### config.mk
export PLATFORM = sky130hd
export DESIGN_NAME = biquad_filter_section_core
export DESIGN_NICKNAME = d
export VERILOG_FILES = /design/src/rtl/bqs_pkg.sv /design/src/rtl/bqs_sequencer.sv /design/src/rtl/biquad_filter_section_core.sv
export SDC_FILE = /design/constraint.sdc
export NUM_CORES = 2
export LEC_CHECK = 0
export ABC_AREA = 1
export BUFFER_PORTS_ARGS = -buffer_cell sky130_fd_sc_hd__buf_2
export CAP_MARGIN = 20
export CELL_PAD_IN_SITES_DETAIL_PLACEMENT = 0
export CELL_PAD_IN_SITES_GLOBAL_PLACEMENT = 1
export CORE_MARGIN = 2
export CORE_UTILIZATION = 38
export DETAILED_ROUTE_END_ITERATION = 10
export GPL_TIMING_DRIVEN = 0
export PLACE_DENSITY_LB_ADDON = 0.3
export SETUP_SLACK_MARGIN = 0.4
export SLEW_MARGIN = 5
export SYNTH_ARGS = -nofsm -noshare
export SYNTH_HDL_FRONTEND = slang
export SYNTH_SLANG_ARGS = --single-unit
export TNS_END_PERCENT = 20
### constraint.sdc
create_clock -name clock -period 20.6 [get_ports clock]
set_input_delay 0 -clock clock [delete_from_list [all_inputs] [get_ports clock]]
set_output_delay 0 -clock clock [all_outputs]
set_load 0.03 [all_outputs]
### src/rtl/bqs_pkg.sv
package bqs_pkg;

   localparam int SAMPLE_W = 24;
   localparam int COEF_W   = 32;
   localparam int CHAN_W   = 3;
   localparam int PROD_W   = SAMPLE_W + COEF_W;
   localparam int DELAY_W  = 56;
   localparam int ACC_W    = DELAY_W + 2;
   localparam int FRAC_SH  = 24;
   localparam int NUM_COEFS = 5;
   localparam int CSR_IDX_W = 3;
   localparam int STEP_W   = 4;

   typedef logic [STEP_W-1:0] step_type;

   typedef struct packed {
      logic [CHAN_W-1:0]          chan_index;
      logic signed [SAMPLE_W-1:0] sample_in;
   } req_type;

   typedef struct packed {
      logic [CHAN_W-1:0]          chan_out;
      logic signed [SAMPLE_W-1:0] sample_out;
      logic                       overflowed;
   } rsp_type;

   typedef enum logic [CSR_IDX_W-1:0] {
      COEF_B0 = 3'd0,
      COEF_B1 = 3'd1,
      COEF_B2 = 3'd2,
      COEF_A1 = 3'd3,
      COEF_A2 = 3'd4
   } coef_idx_type;

   typedef enum logic [1:0] {
      ACC_HOLD,
      ACC_P_Z1,
      ACC_P_Z2,
      ACC_P
   } acc_op_type;

   typedef enum logic [1:0] {
      JMP_NONE,
      JMP_OOR,
      JMP_OVF
   } jmp_type;

   typedef struct packed {
      logic         opd_y;
      coef_idx_type coef_sel;
      acc_op_type   acc_op;
      logic         mem_rd;
      logic         cap_y;
      logic         wr_z1;
      logic         wr_z2;
      logic         wr_zero;
      jmp_type      jmp;
      step_type     jmp_tgt;
      logic         fin;
      logic         fin_zero;
      logic         fin_ovf;
   } ucode_type;

   typedef struct packed {
      logic in_range;
      logic ovf;
   } cond_type;

   localparam step_type STEP_B0X   = 4'd0;
   localparam step_type STEP_Z1    = 4'd1;
   localparam step_type STEP_CHK   = 4'd2;
   localparam step_type STEP_A1Y   = 4'd3;
   localparam step_type STEP_WR1   = 4'd4;
   localparam step_type STEP_A2Y   = 4'd5;
   localparam step_type STEP_WR2   = 4'd6;
   localparam step_type STEP_CLEAR = 4'd7;
   localparam step_type STEP_OOR   = 4'd8;

   function automatic ucode_type ucode_rom(step_type step);
      ucode_type w;
      w = '0;
      w.coef_sel = COEF_B0;
      w.acc_op   = ACC_HOLD;
      w.jmp      = JMP_NONE;
      w.jmp_tgt  = STEP_B0X;
      unique case (step)
         STEP_B0X: begin
            w.coef_sel = COEF_B0;
            w.mem_rd   = 1'b1;
            w.jmp      = JMP_OOR;
            w.jmp_tgt  = STEP_OOR;
         end
         STEP_Z1: begin
            w.acc_op   = ACC_P_Z1;
            w.coef_sel = COEF_B1;
         end
         STEP_CHK: begin
            w.cap_y   = 1'b1;
            w.acc_op  = ACC_P_Z2;
            w.jmp     = JMP_OVF;
            w.jmp_tgt = STEP_CLEAR;
         end
         STEP_A1Y: begin
            w.opd_y    = 1'b1;
            w.coef_sel = COEF_A1;
         end
         STEP_WR1: begin
            w.wr_z1    = 1'b1;
            w.coef_sel = COEF_B2;
         end
         STEP_A2Y: begin
            w.acc_op   = ACC_P;
            w.opd_y    = 1'b1;
            w.coef_sel = COEF_A2;
         end
         STEP_WR2: begin
            w.wr_z2 = 1'b1;
            w.fin   = 1'b1;
         end
         STEP_CLEAR: begin
            w.wr_zero  = 1'b1;
            w.fin      = 1'b1;
            w.fin_zero = 1'b1;
            w.fin_ovf  = 1'b1;
         end
         STEP_OOR: begin
            w.fin      = 1'b1;
            w.fin_zero = 1'b1;
         end
         default: begin
            w.fin      = 1'b1;
            w.fin_zero = 1'b1;
         end
      endcase
      return w;
   endfunction

endpackage

### src/rtl/bqs_sequencer.sv
module bqs_sequencer
   import bqs_pkg::*;
(
   input  logic      clock,
   input  logic      reset,
   input  logic      start,
   input  logic      advance,
   input  cond_type  cond,
   output logic      busy,
   output ucode_type ctl
);

   logic     busy_ff, busy_in;
   step_type step_ff, step_in;
   logic     take_jmp;

   assign ctl  = ucode_rom(step_ff);
   assign busy = busy_ff;

   always_comb begin
      unique case (ctl.jmp)
         JMP_OOR: take_jmp = !cond.in_range;
         JMP_OVF: take_jmp = cond.ovf;
         default: take_jmp = 1'b0;
      endcase
   end

   always_comb begin
      busy_in = busy_ff;
      step_in = step_ff;
      if (start) begin
         busy_in = 1'b1;
         step_in = STEP_B0X;
      end else if (advance) begin
         if (ctl.fin) begin
            busy_in = 1'b0;
         end else if (take_jmp) begin
            step_in = ctl.jmp_tgt;
         end else begin
            step_in = step_ff + 1'b1;
         end
      end
   end

   always_ff @(posedge clock) begin
      if (reset) begin
         busy_ff <= 1'b0;
         step_ff <= STEP_B0X;
      end else begin
         busy_ff <= busy_in;
         step_ff <= step_in;
      end
   end

endmodule

### src/rtl/biquad_filter_section_core.sv
// Biquad section, transposed direct form II, with per-channel delay state.
// Request channel: req_valid/req_ready carry a channel index and a Q4.20
// sample. Response channel: rsp_valid/rsp_ready return the channel, the
// Q4.20 output and an overflow flag, one response per request, in order.
// CSR channel: csr_valid/csr_ready (always ready) write coefficient
// b0, b1, b2, a1, a2 at index 0..4; other indexes are ignored. Write
// coefficients only while no request is in flight.
// Processing: a request is handled by a microcoded sequence driving one
// 24x32 multiplier and one accumulator. An overflowed sample and an
// out-of-range channel end the sequence early. One request is in flight
// at a time; the next request is accepted in the cycle after the
// response is loaded, even if it has not been taken yet.
// A stalled receiver holds the response register; a following request
// then waits in its final step until the response is taken.
// Reset clears the coefficients to b0 = 1.0, others 0, and marks every
// channel's delays as zero through per-channel valid bits.
module biquad_filter_section_core
   import bqs_pkg::*;
#(
   parameter int NUM_CHANNELS = 8
) (
   input  logic                 clock,
   input  logic                 reset,
   input  logic                 req_valid,
   output logic                 req_ready,
   input  req_type              req_payload,
   output logic                 rsp_valid,
   input  logic                 rsp_ready,
   output rsp_type              rsp_payload,
   input  logic                 csr_valid,
   output logic                 csr_ready,
   input  logic [CSR_IDX_W-1:0] csr_index,
   input  logic [COEF_W-1:0]    csr_data
);

   localparam int AW = (NUM_CHANNELS > 1) ? $clog2(NUM_CHANNELS) : 1;
   localparam int CH_EXT_W = 7;

   logic signed [COEF_W-1:0]   coef_ff [NUM_COEFS];
   logic signed [DELAY_W-1:0]  z1_mem [NUM_CHANNELS];
   logic signed [DELAY_W-1:0]  z2_mem [NUM_CHANNELS];
   logic [NUM_CHANNELS-1:0]    vld_ff;

   logic [CHAN_W-1:0]          ch_ff;
   logic signed [SAMPLE_W-1:0] x_ff;
   logic signed [SAMPLE_W-1:0] y_ff;
   logic signed [PROD_W-1:0]   p_ff;
   logic signed [ACC_W-1:0]    acc_ff, acc_in;
   logic signed [DELAY_W-1:0]  z1_rd_ff, z2_rd_ff;
   logic                       rd_vld_ff;
   logic                       rsp_valid_ff;
   rsp_type                    rsp_ff;

   logic                       start, advance, busy;
   ucode_type                  ctl;
   cond_type                   cond;
   logic [CH_EXT_W-1:0]        ch_ext;
   logic [AW-1:0]              addr;
   logic signed [SAMPLE_W-1:0] opd;
   logic signed [DELAY_W-1:0]  z1_eff, z2_eff, sat_val;
   logic signed [ACC_W-1:0]    diff;

   assign start     = req_valid && req_ready;
   assign req_ready = !busy;
   assign csr_ready = 1'b1;
   assign advance   = busy && !(ctl.fin && rsp_valid_ff && !rsp_ready);

   assign ch_ext = {{(CH_EXT_W-CHAN_W){1'b0}}, ch_ff};
   assign addr   = ch_ext[AW-1:0];

   assign cond.in_range = ch_ext < CH_EXT_W'(NUM_CHANNELS);
   assign cond.ovf      = acc_ff[ACC_W-2:SAMPLE_W+FRAC_SH-1]
                          != {(ACC_W-SAMPLE_W-FRAC_SH){acc_ff[SAMPLE_W+FRAC_SH-1]}};

   bqs_sequencer u_seq (
      .clock   (clock),
      .reset   (reset),
      .start   (start),
      .advance (advance),
      .cond    (cond),
      .busy    (busy),
      .ctl     (ctl)
   );

   assign opd    = ctl.opd_y ? y_ff : x_ff;
   assign z1_eff = rd_vld_ff ? z1_rd_ff : '0;
   assign z2_eff = rd_vld_ff ? z2_rd_ff : '0;
   assign diff   = acc_ff - ACC_W'(p_ff);

   always_comb begin
      if (diff[ACC_W-1:DELAY_W-1] == {(ACC_W-DELAY_W+1){diff[ACC_W-1]}}) begin
         sat_val = diff[DELAY_W-1:0];
      end else if (diff[ACC_W-1]) begin
         sat_val = {1'b1, {(DELAY_W-1){1'b0}}};
      end else begin
         sat_val = {1'b0, {(DELAY_W-1){1'b1}}};
      end
   end

   always_comb begin
      unique case (ctl.acc_op)
         ACC_P_Z1: acc_in = ACC_W'(p_ff) + ACC_W'(z1_eff);
         ACC_P_Z2: acc_in = ACC_W'(p_ff) + ACC_W'(z2_eff);
         ACC_P:    acc_in = ACC_W'(p_ff);
         default:  acc_in = acc_ff;
      endcase
   end

   always_ff @(posedge clock) begin
      if (reset) begin
         coef_ff[COEF_B0] <= COEF_W'(32'sh0100_0000);
         coef_ff[COEF_B1] <= '0;
         coef_ff[COEF_B2] <= '0;
         coef_ff[COEF_A1] <= '0;
         coef_ff[COEF_A2] <= '0;
      end else if (csr_valid && csr_index < CSR_IDX_W'(NUM_COEFS)) begin
         coef_ff[csr_index] <= csr_data;
      end
   end

   always_ff @(posedge clock) begin
      if (start) begin
         ch_ff <= req_payload.chan_index;
         x_ff  <= req_payload.sample_in;
      end
      if (advance) begin
         p_ff   <= opd * coef_ff[ctl.coef_sel];
         acc_ff <= acc_in;
         if (ctl.cap_y) begin
            y_ff <= acc_ff[SAMPLE_W+FRAC_SH-1:FRAC_SH];
         end
         if (ctl.mem_rd) begin
            z1_rd_ff  <= z1_mem[addr];
            z2_rd_ff  <= z2_mem[addr];
            rd_vld_ff <= vld_ff[addr];
         end
         if (ctl.wr_z1) begin
            z1_mem[addr] <= sat_val;
         end
         if (ctl.wr_z2) begin
            z2_mem[addr] <= sat_val;
         end
         if (ctl.wr_zero) begin
            z1_mem[addr] <= '0;
            z2_mem[addr] <= '0;
         end
      end
   end

   always_ff @(posedge clock) begin
      if (reset) begin
         vld_ff <= '0;
      end else if (advance && (ctl.wr_z1 || ctl.wr_zero)) begin
         vld_ff[addr] <= 1'b1;
      end
   end

   always_ff @(posedge clock) begin
      if (reset) begin
         rsp_valid_ff <= 1'b0;
      end else if (advance && ctl.fin) begin
         rsp_valid_ff <= 1'b1;
      end else if (rsp_ready) begin
         rsp_valid_ff <= 1'b0;
      end
   end

   always_ff @(posedge clock) begin
      if (advance && ctl.fin) begin
         rsp_ff.chan_out   <= ch_ff;
         rsp_ff.sample_out <= ctl.fin_zero ? '0 : y_ff;
         rsp_ff.overflowed <= ctl.fin_ovf;
      end
   end

   assign rsp_valid   = rsp_valid_ff;
   assign rsp_payload = rsp_ff;

endmodule
==> flow_summary.toml <==
[sta]
worst_hold_slack_ps = 60.3
finalMaxSlewViolations = 0
slew_headroom_pct = 18.7
fmax_mhz = 98.8
fin_crit_sh_pct = 49.1
fin_crit_ps = 10120
tightest_slew_ps = 1220
finalSetupViolations = 0
tns_ps = 0
hold_violations = 0
finClkSkew_ps = 98.3
grt_setup_unrepaired = "false"

[critical_path]
r2r-start = "u_seq.step_ff[1]"
endpoint_kind = "flip-flop"
cp_max_fo = 10
slowest_delay_ps = 870
critPathKind = "flip-flop to flip-flop"
crit_required_ps = 21110
start_kind = "flip-flop"
cp_common_cell = "fa_1"
ff2ff_path_depth = 28
rr_endpoint = "p_ff[55]"
crit_slowest_cell = "clkinv_1"
r2r_slack_ps = 10480
arrival_ps = 10630

[yosys]
yosys_warnings = 0
synth_edf_count = 1457
ys_ff_latch = 1471
post_synth.cell_area_avg_um2 = 10.5
syn_area_um2 = 91600
async_reset_ff_share_pct = 0
seq_area_frac_synth_pct = 48.1
synth_flop_cell = "edfxtp_1"
syn_inst = 8719
ys_types = 62

[global_route]
grt_overflow = 0
antenna_found_initial = 32
grt_pass1_vias = 68600
grt_first_pass_wirelength_um = 495000
gr-usage-all-layers_pct = 28.6
grt_max_degree = 47

[detailed_routing]
ant_nets = 0
drtPass1Iterations = 6
avgViaCountPerCell = 5.38
drt_iter0_markers = 7268
wire_per_inst_um = 27.8
drc_errors = 0
vias = 68100
wirelength_um = 351000

[die]
rows = 180
die_h_um = 495
core_um2 = 240000
fp.dieArea_um2 = 245000
initial_core_util_pct = 38.1
die_w_um = 495
io_pins = 98

[place]
hpwl_um = 274000
io_buffers = 96
globalplace.congestion = 0.971
placedCellCount = 12200

[hold_path]
worstHoldPathCells = 2
min-delay-start = "csr_data[2]"
min_path_type = "primary input to flip-flop"
holdPathEnd = "coef_ff[6][2]"

[status]
status = "completed"

[clock_tree]
clock_path_buffers = 3
cts_setup_buffers = 0
cts_root_buffer = "clkbuf_16"
cts.repair.resized = 0
clkSinkCount = 1471
tritoncts = "yes"
cts.htree.levels = 4
numCtsBuffers = 163
clk_latency_ps = 860
cts.clk_slew.worst_paths_ps = 70

[cells_and_area]
layout_commonest_cell = "nand2_1"
num-nets-final = 10500
final_cells = 12700
mostFrequentLayoutCells = "nand2_1, edfxtp_1, inv_1"
areaGrowthSynthToFinish_pct = 14.6
drive_above_1_share_pct = 8.84

[run]
drv_cap = 0
## area by class of cell
| cell class | instances | area (um^2) |
|---|---|---|
| fillers | 23000 | 135000 |
| flip-flops and latches | 1471 | 44000 |
| multi-input cells | 5522 | 40900 |
| inverters | 1493 | 5620 |
| clock buffers | 190 | 4200 |
| well taps | 3185 | 3990 |
| repair buffers | 352 | 3510 |
| plain buffers | 328 | 1580 |
| clock inverters | 104 | 1110 |
| diodes | 10 | 25.0 |
## cells by family (layout without fill, tap and decap cells)
group	count (synthesis)	in the layout	share of synthesized area, %
AO/OA/AOI/OAI	1164	1164	8.39
adder cells (fa/ha/maj)	1052	1052	20.8
buffers and inverters	1821	2467	7.85
AND/OR/NAND/NOR	3094	3094	13.8
flip-flops	1471	1471	48.1
XOR/XNOR	115	115	1.10
other	2	107	0.00820
## registers in the layout (all words and copies together) (netlist names)
name and flops:
rsp_valid 1, vld_ff 8, addr 3, u_seq.busy 1, acc_ff 57, rd_vld_ff 1
z1_rd_ff 56, z1_mem 448, coef_ff 256, x_ff 24, z2_rd_ff 56, z2_mem 448
y_ff 24, u_seq.step_ff 4, rsp_payload 28, p_ff 56
## critical path, delay by kind of cell, from the launching register on
family | cells | cell delay (ps)
compound gates | 5 | 1780
fa+ha+maj | 9 | 4040
simple gates | 6 | 1360
flops | 1 | 350
buf+inv | 7 | 2160
xor+xnor | 1 | 140
## cells in the mapped netlist (6+ instances only)
cell	instances	area (um^2)
nand2_1	1584	5950
o21ai_0	294	1470
o21a_1	68	510
nand3_1	175	876
buf_4	23	173
nor3_2	7	70.1
buf_2	138	691
a32o_1	58	581
nor2_1	1044	3920
fa_1	785	15700
a21boi_0	8	60.1
o21ai_1	20	100
a21oi_1	274	1370
xnor2_1	37	324
edfxtp_1	1457	43800
o211ai_1	9	67.6
a31oi_1	29	181
buf_1	22	82.6
a211oi_1	7	52.6
nand2_2	22	138
nor4_1	14	87.6
nand4_1	138	863
nand3_2	6	60.1
o21ai_2	30	263
ha_1	267	3340
nor3_1	39	195
a22oi_1	115	863
or2_2	24	150
inv_2	26	97.6
dfxtp_1	14	280
buf_6	11	124
xor2_1	78	683
a221oi_1	119	1040
nor2_2	22	138
clkbuf_1	133	499
inv_1	1463	5490
a22o_1	68	596
o21bai_1	33	248
a21o_1	20	150
## stage by stage
| step | setup slack (ps) | util, % | area, um^2 |
|---|---|---|---|
| 2_1_floorplan | 12430 | - | 91900 |
| 3_3_place_gp | 4530 | 40.2 | 96400 |
| 3_5_place_dp | 10600 | 40.9 | 98300 |
| 4_1_cts | 10580 | 43.7 | 105000 |
| 5_1_grt | 9970 | 43.7 | 105000 |
| 6_report | 10480 | 43.7 | 105000 |
## repair_timing
item	CTS	global route
endpoints found under the setup margin	0	0
hold endpoints to repair	317	0
hold buffers	125	0
## worst max path at each step
stage | from | to | slack, ps | cells after the start
6_report | u_seq.step_ff[1] | p_ff[55] | 10480 | 28
5_1_grt | u_seq.step_ff[1] | p_ff[54] | 9970 | 33
4_1_cts | u_seq.step_ff[1] | p_ff[54] | 10580 | 33
3_5_place_dp | u_seq.step_ff[1] | p_ff[54] | 10600 | 33
3_3_place_gp | u_seq.step_ff[0] | z2_mem[6][3] | 4530 | 11
2_1_floorplan | u_seq.step_ff[0] | z2_mem[2][0] | 12430 | 11
## metal layers
metal  track usage, %  up-vias  part of all wire [%]  wire (um)
met4             10.9       18                   4.3      15300
met3             5.56      614                   9.0      31700
li1                 -    29800                     -          -
met5                0        -                 0.033        117
met1             39.3    34500                    42     147000
met2             44.8     3171                    45     158000
Power is left out: the tool's default activity adds up to more than one toggle a clock period on the data nets, which glitch-free logic cannot reach.
